--- src/ksel_pkg.sv ---
// Shared constants, types and state encoding for the k-th smallest heap select block.
package ksel_pkg;

  // Field widths
  localparam int unsigned DATA_W   = 32;
  localparam int unsigned KCNT_W   = 7;
  localparam int unsigned APB_DW   = 32;
  localparam int unsigned APB_AW   = 2;

  // Default heap capacity
  localparam int unsigned MAX_K_DEF = 64;

  // Register byte addresses
  localparam logic [APB_AW-1:0] ADDR_K_COUNT = 2'd0;

  // Sign flip so unsigned compare matches signed order
  localparam logic [DATA_W-1:0] SIGN_FLIP = 32'h8000_0000;

  // Heap engine sequencer
  typedef enum logic [2:0] {
    ST_IDLE,
    ST_UP_RD,
    ST_UP_CMP,
    ST_DN_RDL,
    ST_DN_RDR,
    ST_DN_CMP,
    ST_PUT,
    ST_FIN
  } ksel_state_e;

endpackage

--- src/ksel_if.sv ---
// Valid/ready channel interfaces for input items and result beats.
interface ksel_item_if import ksel_pkg::*; ();
  logic                     valid;
  logic                     ready;
  logic signed [DATA_W-1:0] value;
  logic                     last;

  modport source (output valid, output value, output last, input ready);
  modport sink   (input valid, input value, input last, output ready);
endinterface

interface ksel_result_if import ksel_pkg::*; ();
  logic                     valid;
  logic                     ready;
  logic signed [DATA_W-1:0] kth_smallest;
  logic                     short_set;

  modport source (output valid, output kth_smallest, output short_set, input ready);
  modport sink   (input valid, input kth_smallest, input short_set, output ready);
endinterface

--- src/ksel_ram.sv ---
// Generic single-port-write, single-port-read RAM with registered read data.
module ksel_ram #(
  parameter int unsigned WIDTH = 32,
  parameter int unsigned DEPTH = 64,
  localparam int unsigned AW   = (DEPTH > 1) ? $clog2(DEPTH) : 1
) (
  input  logic             clk_i,
  input  logic             we_i,
  input  logic [AW-1:0]    waddr_i,
  input  logic [WIDTH-1:0] wdata_i,
  input  logic [AW-1:0]    raddr_i,
  output logic [WIDTH-1:0] rdata_o
);

  logic [WIDTH-1:0] mem_q [DEPTH];

  // Write port
  always_ff @(posedge clk_i) begin
    if (we_i) begin
      mem_q[waddr_i] <= wdata_i;
    end
  end

  // Registered read port
  always_ff @(posedge clk_i) begin
    rdata_o <= mem_q[raddr_i];
  end

endmodule

--- src/ksel_heap.sv ---
// Max-heap engine: insert with sift-up, root replace with sift-down, result register.
module ksel_heap import ksel_pkg::*; #(
  parameter int unsigned MAX_K = MAX_K_DEF,
  localparam int unsigned KW   = $clog2(MAX_K + 1),
  localparam int unsigned AW   = (MAX_K > 1) ? $clog2(MAX_K) : 1
) (
  input  logic            clk_i,
  input  logic            rst_ni,
  input  logic [KW-1:0]   eff_k_i,
  ksel_item_if.sink       item_i,
  ksel_result_if.source   result_o
);

  localparam int unsigned CW = AW + 2;

  ksel_state_e state_q, state_d;
  logic [DATA_W-1:0] val_q, val_d;
  logic [DATA_W-1:0] root_q, root_d;
  logic [DATA_W-1:0] left_q, left_d;
  logic [AW-1:0]     pos_q, pos_d;
  logic [KW-1:0]     fill_q, fill_d;
  logic              last_q, last_d;
  logic              out_valid_q, out_valid_d;
  logic [DATA_W-1:0] out_kth_q, out_kth_d;
  logic              out_short_q, out_short_d;

  // Memory port signals
  logic              mem_we;
  logic [AW-1:0]     mem_waddr;
  logic [DATA_W-1:0] mem_wdata;
  logic [AW-1:0]     mem_raddr;
  logic [DATA_W-1:0] mem_rdata;

  // Heap index arithmetic
  logic [AW-1:0]     parent;
  logic [CW-1:0]     left_c;
  logic [CW-1:0]     right_c;
  logic [CW-1:0]     fill_c;
  logic [DATA_W-1:0] in_val;
  logic              have_right;
  logic              short_now;

  assign parent     = AW'((pos_q - AW'(1)) >> 1);
  assign left_c     = CW'({pos_q, 1'b1});
  assign right_c    = left_c + CW'(1);
  assign fill_c     = CW'(fill_q);
  assign have_right = right_c < fill_c;
  assign in_val     = DATA_W'(item_i.value) ^ SIGN_FLIP;
  assign short_now  = fill_q < eff_k_i;

  ksel_ram #(
    .WIDTH (DATA_W),
    .DEPTH (MAX_K)
  ) u_ram (
    .clk_i   (clk_i),
    .we_i    (mem_we),
    .waddr_i (mem_waddr),
    .wdata_i (mem_wdata),
    .raddr_i (mem_raddr),
    .rdata_o (mem_rdata)
  );

  // State and control registers
  always_ff @(posedge clk_i or negedge rst_ni) begin
    if (!rst_ni) begin
      state_q     <= ST_IDLE;
      fill_q      <= '0;
      out_valid_q <= 1'b0;
    end else begin
      state_q     <= state_d;
      fill_q      <= fill_d;
      out_valid_q <= out_valid_d;
    end
  end

  // Payload registers
  always_ff @(posedge clk_i) begin
    val_q       <= val_d;
    root_q      <= root_d;
    left_q      <= left_d;
    pos_q       <= pos_d;
    last_q      <= last_d;
    out_kth_q   <= out_kth_d;
    out_short_q <= out_short_d;
  end

  // Sequencer: next state, memory accesses, result beat
  always_comb begin
    state_d     = state_q;
    val_d       = val_q;
    left_d      = left_q;
    pos_d       = pos_q;
    fill_d      = fill_q;
    last_d      = last_q;
    out_kth_d   = out_kth_q;
    out_short_d = out_short_q;
    out_valid_d = out_valid_q && !result_o.ready;
    mem_we      = 1'b0;
    mem_waddr   = pos_q;
    mem_wdata   = val_q;
    mem_raddr   = parent;
    item_i.ready = 1'b0;

    case (state_q)
      ST_IDLE: begin
        item_i.ready = 1'b1;
        if (item_i.valid) begin
          val_d  = in_val;
          last_d = item_i.last;
          if (short_now) begin
            // Insert at the end of the heap
            pos_d  = AW'(fill_q);
            fill_d = fill_q + KW'(1);
            if (fill_q == '0) begin
              mem_we    = 1'b1;
              mem_waddr = '0;
              mem_wdata = in_val;
              state_d   = ST_FIN;
            end else begin
              state_d = ST_UP_RD;
            end
          end else if (fill_q != '0 && in_val < root_q) begin
            // Replace the root, then sift down
            pos_d   = '0;
            state_d = ST_DN_RDL;
          end else begin
            state_d = ST_FIN;
          end
        end
      end

      ST_UP_RD: begin
        mem_raddr = parent;
        state_d   = ST_UP_CMP;
      end

      ST_UP_CMP: begin
        // Parent data is back: move it down or settle the new value
        mem_we = 1'b1;
        if (mem_rdata < val_q) begin
          mem_wdata = mem_rdata;
          pos_d     = parent;
          state_d   = (parent == '0) ? ST_PUT : ST_UP_RD;
        end else begin
          mem_wdata = val_q;
          state_d   = ST_FIN;
        end
      end

      ST_DN_RDL: begin
        mem_raddr = AW'(left_c);
        state_d   = (left_c < fill_c) ? ST_DN_RDR : ST_PUT;
      end

      ST_DN_RDR: begin
        left_d    = mem_rdata;
        mem_raddr = AW'(right_c);
        state_d   = ST_DN_CMP;
      end

      ST_DN_CMP: begin
        // Pick the largest of hole value, left and right child
        mem_we = 1'b1;
        if (have_right && mem_rdata > left_q && mem_rdata > val_q) begin
          mem_wdata = mem_rdata;
          pos_d     = AW'(right_c);
          state_d   = ST_DN_RDL;
        end else if (left_q > val_q) begin
          mem_wdata = left_q;
          pos_d     = AW'(left_c);
          state_d   = ST_DN_RDL;
        end else begin
          mem_wdata = val_q;
          state_d   = ST_FIN;
        end
      end

      ST_PUT: begin
        mem_we    = 1'b1;
        mem_wdata = val_q;
        state_d   = ST_FIN;
      end

      ST_FIN: begin
        if (!last_q) begin
          state_d = ST_IDLE;
        end else if (!(out_valid_q && !result_o.ready)) begin
          out_valid_d = 1'b1;
          out_short_d = short_now;
          out_kth_d   = short_now ? '0 : (root_q ^ SIGN_FLIP);
          fill_d      = '0;
          state_d     = ST_IDLE;
        end
      end

      default: begin
        state_d = ST_IDLE;
      end
    endcase
  end

  // Shadow copy of the root entry
  always_comb begin
    root_d = root_q;
    if (mem_we && mem_waddr == '0) begin
      root_d = mem_wdata;
    end
  end

  assign result_o.valid        = out_valid_q;
  assign result_o.kth_smallest = out_kth_q;
  assign result_o.short_set    = out_short_q;

endmodule

--- src/kth_smallest_heap_select.sv ---
// K-th smallest select: APB register, k clamping and heap engine.
// Sequence: one RAM read port; a beat is accepted only in idle, and the next one waits until
// it is done. Inserts read and compare the parent per level climbed; root replaces read and
// compare both children per level descended; then write-back, finish. Unkept ones just finish.
// Latency: the result beat is valid the cycle after the finish step of a last beat; that step
// waits while the output register still holds an untaken beat.
// Reset: asynchronous active low; clears fill count and sequencer, k_count reads 1.
module kth_smallest_heap_select import ksel_pkg::*; #(
  parameter int unsigned MAX_K = MAX_K_DEF,
  localparam int unsigned KW   = $clog2(MAX_K + 1)
) (
  input  logic                clk_i,
  input  logic                rst_ni,
  input  logic                psel,
  input  logic                penable,
  input  logic                pwrite,
  input  logic [APB_AW-1:0]   paddr,
  input  logic [APB_DW-1:0]   pwdata,
  output logic [APB_DW-1:0]   prdata,
  output logic                pready,
  ksel_item_if.sink           item_i,
  ksel_result_if.source       result_o
);

  logic [KCNT_W-1:0] k_q;
  logic [31:0]       k_ext;
  logic [31:0]       k_sat;
  logic [KW-1:0]     eff_k;

  // Configuration register write
  always_ff @(posedge clk_i or negedge rst_ni) begin
    if (!rst_ni) begin
      k_q <= KCNT_W'(1);
    end else if (psel && penable && pwrite && pready && paddr == ADDR_K_COUNT) begin
      k_q <= pwdata[KCNT_W-1:0];
    end
  end

  assign pready = 1'b1;
  assign prdata = (paddr == ADDR_K_COUNT) ? APB_DW'(k_q) : '0;

  // Effective k: zero acts as one, saturate at heap capacity
  assign k_ext = 32'(k_q);
  always_comb begin
    if (k_q == '0) begin
      k_sat = 32'd1;
    end else if (k_ext > 32'(MAX_K)) begin
      k_sat = 32'(MAX_K);
    end else begin
      k_sat = k_ext;
    end
  end
  assign eff_k = k_sat[KW-1:0];

  ksel_heap #(
    .MAX_K (MAX_K)
  ) u_heap (
    .clk_i    (clk_i),
    .rst_ni   (rst_ni),
    .eff_k_i  (eff_k),
    .item_i   (item_i),
    .result_o (result_o)
  );

endmodule

--- src/flat_wrapper.sv ---
// flat-port wrapper written by rule: the top's interface ports become plain ports
module kth_smallest_heap_select_flat import ksel_pkg::*;
#(
  parameter int unsigned MAX_K = MAX_K_DEF,
  localparam int unsigned KW   = $clog2(MAX_K + 1)
)
  (clk_i, rst_ni, psel, penable, pwrite, paddr, pwdata, prdata, pready, item_i_valid, item_i_value, item_i_last, item_i_ready, result_o_valid, result_o_kth_smallest, result_o_short_set, result_o_ready);
  ksel_item_if item_i_i ();
  ksel_result_if result_o_i ();
  input  logic clk_i;
  input  logic rst_ni;
  input  logic psel;
  input  logic penable;
  input  logic pwrite;
  input  logic [APB_AW-1:0] paddr;
  input  logic [APB_DW-1:0] pwdata;
  output logic [APB_DW-1:0] prdata;
  output logic pready;
  input wire logic [$bits(item_i_i.valid)-1:0] item_i_valid;
  input wire logic [$bits(item_i_i.value)-1:0] item_i_value;
  input wire logic [$bits(item_i_i.last)-1:0] item_i_last;
  output wire logic [$bits(item_i_i.ready)-1:0] item_i_ready;
  output wire logic [$bits(result_o_i.valid)-1:0] result_o_valid;
  output wire logic [$bits(result_o_i.kth_smallest)-1:0] result_o_kth_smallest;
  output wire logic [$bits(result_o_i.short_set)-1:0] result_o_short_set;
  input wire logic [$bits(result_o_i.ready)-1:0] result_o_ready;
  assign item_i_i.valid = item_i_valid;
  assign item_i_i.value = item_i_value;
  assign item_i_i.last = item_i_last;
  assign item_i_ready = item_i_i.ready;
  assign result_o_valid = result_o_i.valid;
  assign result_o_kth_smallest = result_o_i.kth_smallest;
  assign result_o_short_set = result_o_i.short_set;
  assign result_o_i.ready = result_o_ready;
  kth_smallest_heap_select #(.MAX_K(MAX_K)) u_core (.clk_i(clk_i), .rst_ni(rst_ni), .psel(psel), .penable(penable), .pwrite(pwrite), .paddr(paddr), .pwdata(pwdata), .prdata(prdata), .pready(pready), .item_i(item_i_i), .result_o(result_o_i));
endmodule
--- config.mk ---
export PLATFORM = sky130hd
export DESIGN_NAME = kth_smallest_heap_select_flat
export DESIGN_NICKNAME = d
export VERILOG_FILES = /design/src/ksel_pkg.sv /design/src/ksel_if.sv /design/src/ksel_ram.sv /design/src/ksel_heap.sv /design/src/kth_smallest_heap_select.sv /design/src/flat_wrapper.sv
export SDC_FILE = /design/constraint.sdc
export NUM_CORES = 2
export LEC_CHECK = 0
export BUFFER_PORTS_ARGS = -buffer_cell sky130_fd_sc_hd__buf_2
export CAP_MARGIN = 10
export CORE_MARGIN = 2
export CORE_UTILIZATION = 59
export CTS_BUF_LIST = sky130_fd_sc_hd__clkbuf_8
export DETAILED_ROUTE_END_ITERATION = 6
export PLACE_DENSITY = 0.87
export RECOVER_POWER = 25
export SETUP_SLACK_MARGIN = 0.3
export SLEW_MARGIN = 20
export SYNTH_ARGS = -nofsm -noshare
export SYNTH_HDL_FRONTEND = slang
export SYNTH_HIERARCHICAL = 1
export SYNTH_SLANG_ARGS = --single-unit
--- constraint.sdc ---
create_clock -name clk_i -period 5 [get_ports clk_i]
set_input_delay 0.75 -clock clk_i [delete_from_list [all_inputs] [get_ports clk_i]]
set_output_delay 0.75 -clock clk_i [all_outputs]
set_load 0.05 [all_outputs]
==> flow_summary.yaml <==
cells_and_area:
  area_taken_by_multi_input_logic_gates_um2: 21690
  sequential_cell_area_um2: 66680
  layout.nets: 5148
  fraction_of_layout_instances_using_a_drive_strength_above_1_pct: 27.11
  areaGrowthSynthToFinish_pct: 13.18
  n_fill_cell: 8457
floorplanning:
  die-area_um2: 154700
  chipWidth_um: 393.3
  die_y_um: 393.3
  initial_utilization_pct: 59.55
  row_count: 142
  core_region_area_um2: 150100
  design.portCount: 142
critical_path:
  timing.critical_path.arrival_ns: 5.50
  worst_setup_path_start_kind: "register"
  worstSetupPathType: "reg2reg"
  timing.critical_path.to_type: "register"
  cp_max_fo: 26
  path_delay_family: "simple AND/OR/NAND/NOR gates"
  worst_path_largest_cell_delay_ns: 0.93
  cp_slowest_cell: "nor2_1"
  worstPathCellList: "nor2b_1, inv_1, ha_1, a21o_1, a21oi_1, o21ai_0, and2_1, nor2_1, nor2_1, nor2b_1, nand2_1, buf_4, nor2_4, buf_12"
  crit_buf_inv: 3
  logic_depth_of_the_worst_register_to_register_path: 14
  stages_on_the_worst_setup_path: 14
  required_time_of_the_critical_path_ns: 5.71
yosys:
  synth_top_cells_by_count: "2184 x edfxtp_1, 544 x mux4_2, 197 x nor2_1"
  yosysTopAreaCellShare_pct: 73.36
  syn_area_um2: 89400
  seq_area_frac_synth_pct: 74.58
  syn_inst: 4373
  synth.largest_area_cell: "edfxtp_1"
  ys_dominant_reg_cell: "edfxtp_1"
  yosys.cell_count.top_type: "edfxtp_1"
  synth_edf_count: 2184
  syn_area_per_cell_um2: 20.44
  async_flop_share_pct: 0.8057
  synthDistinctLibCells: 83
  ys_top_cells_by_area: "edfxtp_1 73%, mux4_2 14%, ha_1 2.1%"
  ys.warnings.count: 6
  postSynthRegisterBits: 2234
placed_design:
  io_buffer_count: 90
  dp.final_hpwl_um: 139700
  finalWeightedCongestion: 0.8976
detailed_routing:
  drt-pass1-iter-count: 7
  routedWlPerCell_um: 36.93
  drc: 1
  detail_route.vias_per_cell: 7.131
  residual_antenna_violating_net_count_after_detailed_routing: 0
  vias: 51212
  detailedRoute.firstIterationViolations: 9513
  totalWireLength_um: 265200
sta:
  max_slew_violations: 142
  clock.fmax_ghz: 0.2086
  max-slew-margin-rel_pct: -68.70
  layout_min_cycle_time_ns: 4.793
  finalHoldViolCount: 0
  worst_slew_pin_slew_ns: 2.530
  setup-violations-final: 0
  worst_clock_skew_ns: 0.1078
  finalSetupTns_ns: 0
  finalCritPeriodShare_pct: 95.86
  grt_setup_unrepaired: "no"
clock_network:
  clk_path_buf_depth: 4
  cts.sinks: 2234
  root_buffer: "clkbuf_8"
  insertion_delay_ns: 1.09
  tritoncts: "done"
  cts-htree-levels: 5
  tritoncts.num_buffers: 342
  cts.clk_slew.worst_paths_ns: 0.06
outcome:
  failed_checks: "design-rule violations, max-capacitance violations, max-slew violations"
  result_of_the_run: "finished with violations"
worst_hold_path:
  hold_depth: 3
  holdCritPathClass: "in2reg"
global_routing:
  grt_usage_pct: 33.81
  first_pass_grt_wire_length_um: 364800
  initial_antenna_violation_count: 13
  global_route.overflow_total: 0
  maximum_number_of_pins_on_one_net_before_global_route_repair: 81
  via_count_of_the_first_global_routing_pass: 50842
flow_run:
  max_cap_violations: 4
-- worst min-delay path: stages --
cell and delay, ns:
buf_2 0.08, nor2b_1 0.09, nand2b_1 0.16
-- metrics by stage --
stage | std cells | hold WS, ns | utilization [%] | cell area, um^2 | setup slack (ns)
detailed placement | 6517 | 0.4909 | 62.99 | 94570 | 0.3360
floorplan | 4397 | 0.4314 | - | 89690 | 0.1677
CTS | 7134 | 0.03883 | 67.27 | 101000 | 0.3132
global placement | 6517 | 0.4904 | 62.99 | 94570 | 0.6385
finish | 7182 | 0.1438 | 67.40 | 101200 | 0.2069
global route | 7174 | 0.1292 | 67.39 | 101200 | 0.1480
-- final timing paths --
check | from | endpoint | slack [ns]
setup reg to reg | u_core/k_q[6] | u_core/u_heap/u_ram/mem_q[26][15] | 0.21
setup / recovery | u_core/k_q[6] | u_core/u_heap/u_ram/mem_q[26][15] | 0.21
hold reg to reg | u_core/u_heap/u_ram/rdata_o[16] | u_core/u_heap/left_q[16] | 0.51
min in group asynchronous | rst_ni | u_core/u_heap/fill_q[1] | 0.41
max in group asynchronous | rst_ni | u_core/u_heap/result_o.valid | 3.98
hold / removal | result_o_ready | u_core/u_heap/result_o.valid | 0.14
-- timing repair --
action / 4_1_cts / 5_1_grt
hold buffers: 41 / 0
buffers inserted: 0 / 39
pin swaps: 1 / 8
gates resized for setup: 1 / 17
hold endpoints to repair: 58 / 0
setup endpoints to repair: 23 / 880
-- area by class of cell --
cell class                      count  area share [%]
Clock inverter                    223           1.134
Antenna cell                        9         0.02226
Sequential cell                  2234           65.89
Clock buffer                      353           4.801
Tap cell                         2016           2.493
Timing Repair Buffer              431           3.784
Multi-Input combinational cell   1797           21.43
Inverter                          119          0.4414
-- metal layers --
| layer | share of wire (%) | vias up | track usage, % |
|---|---|---|---|
| li1 | - | 19235 | - |
| met1 | 30 | 25514 | 42.33 |
| met2 | 46 | 5212 | 52.22 |
| met3 | 15 | 1237 | 10.13 |
| met4 | 8.2 | 14 | 21.09 |
| met5 | 0.052 | - | 0 |
-- cells by family (layout without fill, tap and decap cells) --
group / after synthesis / after routing / synth area share, %
buf+inv: 366 / 1126 / 1.933
fa+ha+maj: 149 / 149 / 2.085
flops: 2234 / 2234 / 74.58
simple gates: 488 / 488 / 2.736
compound gates: 437 / 437 / 3.257
mux: 680 / 680 / 15.24
xor+xnor: 17 / 17 / 0.1665
other cells: 2 / 35 / 0.008400
-- layout by cell type (no fill, tap or decap), drive strengths merged, types with 33 or more instances in the layout --
cell / instances
a211o: 33
buf: 301
nand2: 69
edfxtp: 2184
mux4: 544
o22ai: 117
a21oi: 123
mux2i: 129
ha: 149
and3: 39
inv: 216
dlygate4sd3: 41
o21ai: 38
nand3: 33
clkbuf: 442
clkinv: 111
nor2: 199
-- registers in the layout, indices dropped and copies added, names as in the netlist, 3 cells and up --
name / flops
u_core/u_heap/left_q: 32
u_core/u_heap/state_q: 3
u_core/u_heap/val_q: 32
u_core/u_heap/u_ram/mem_q: 2048
u_core/u_heap/fill_q: 7
u_core/u_heap/pos_q: 6
u_core/u_heap/u_ram/rdata_o: 32
u_core/u_heap/root_q: 32
u_core/k_q: 7
u_core/u_heap/result_o.kth_smallest: 32
Power is not shown: default switching activity piles up to over one toggle a cycle in this logic, so the estimate is an artifact.
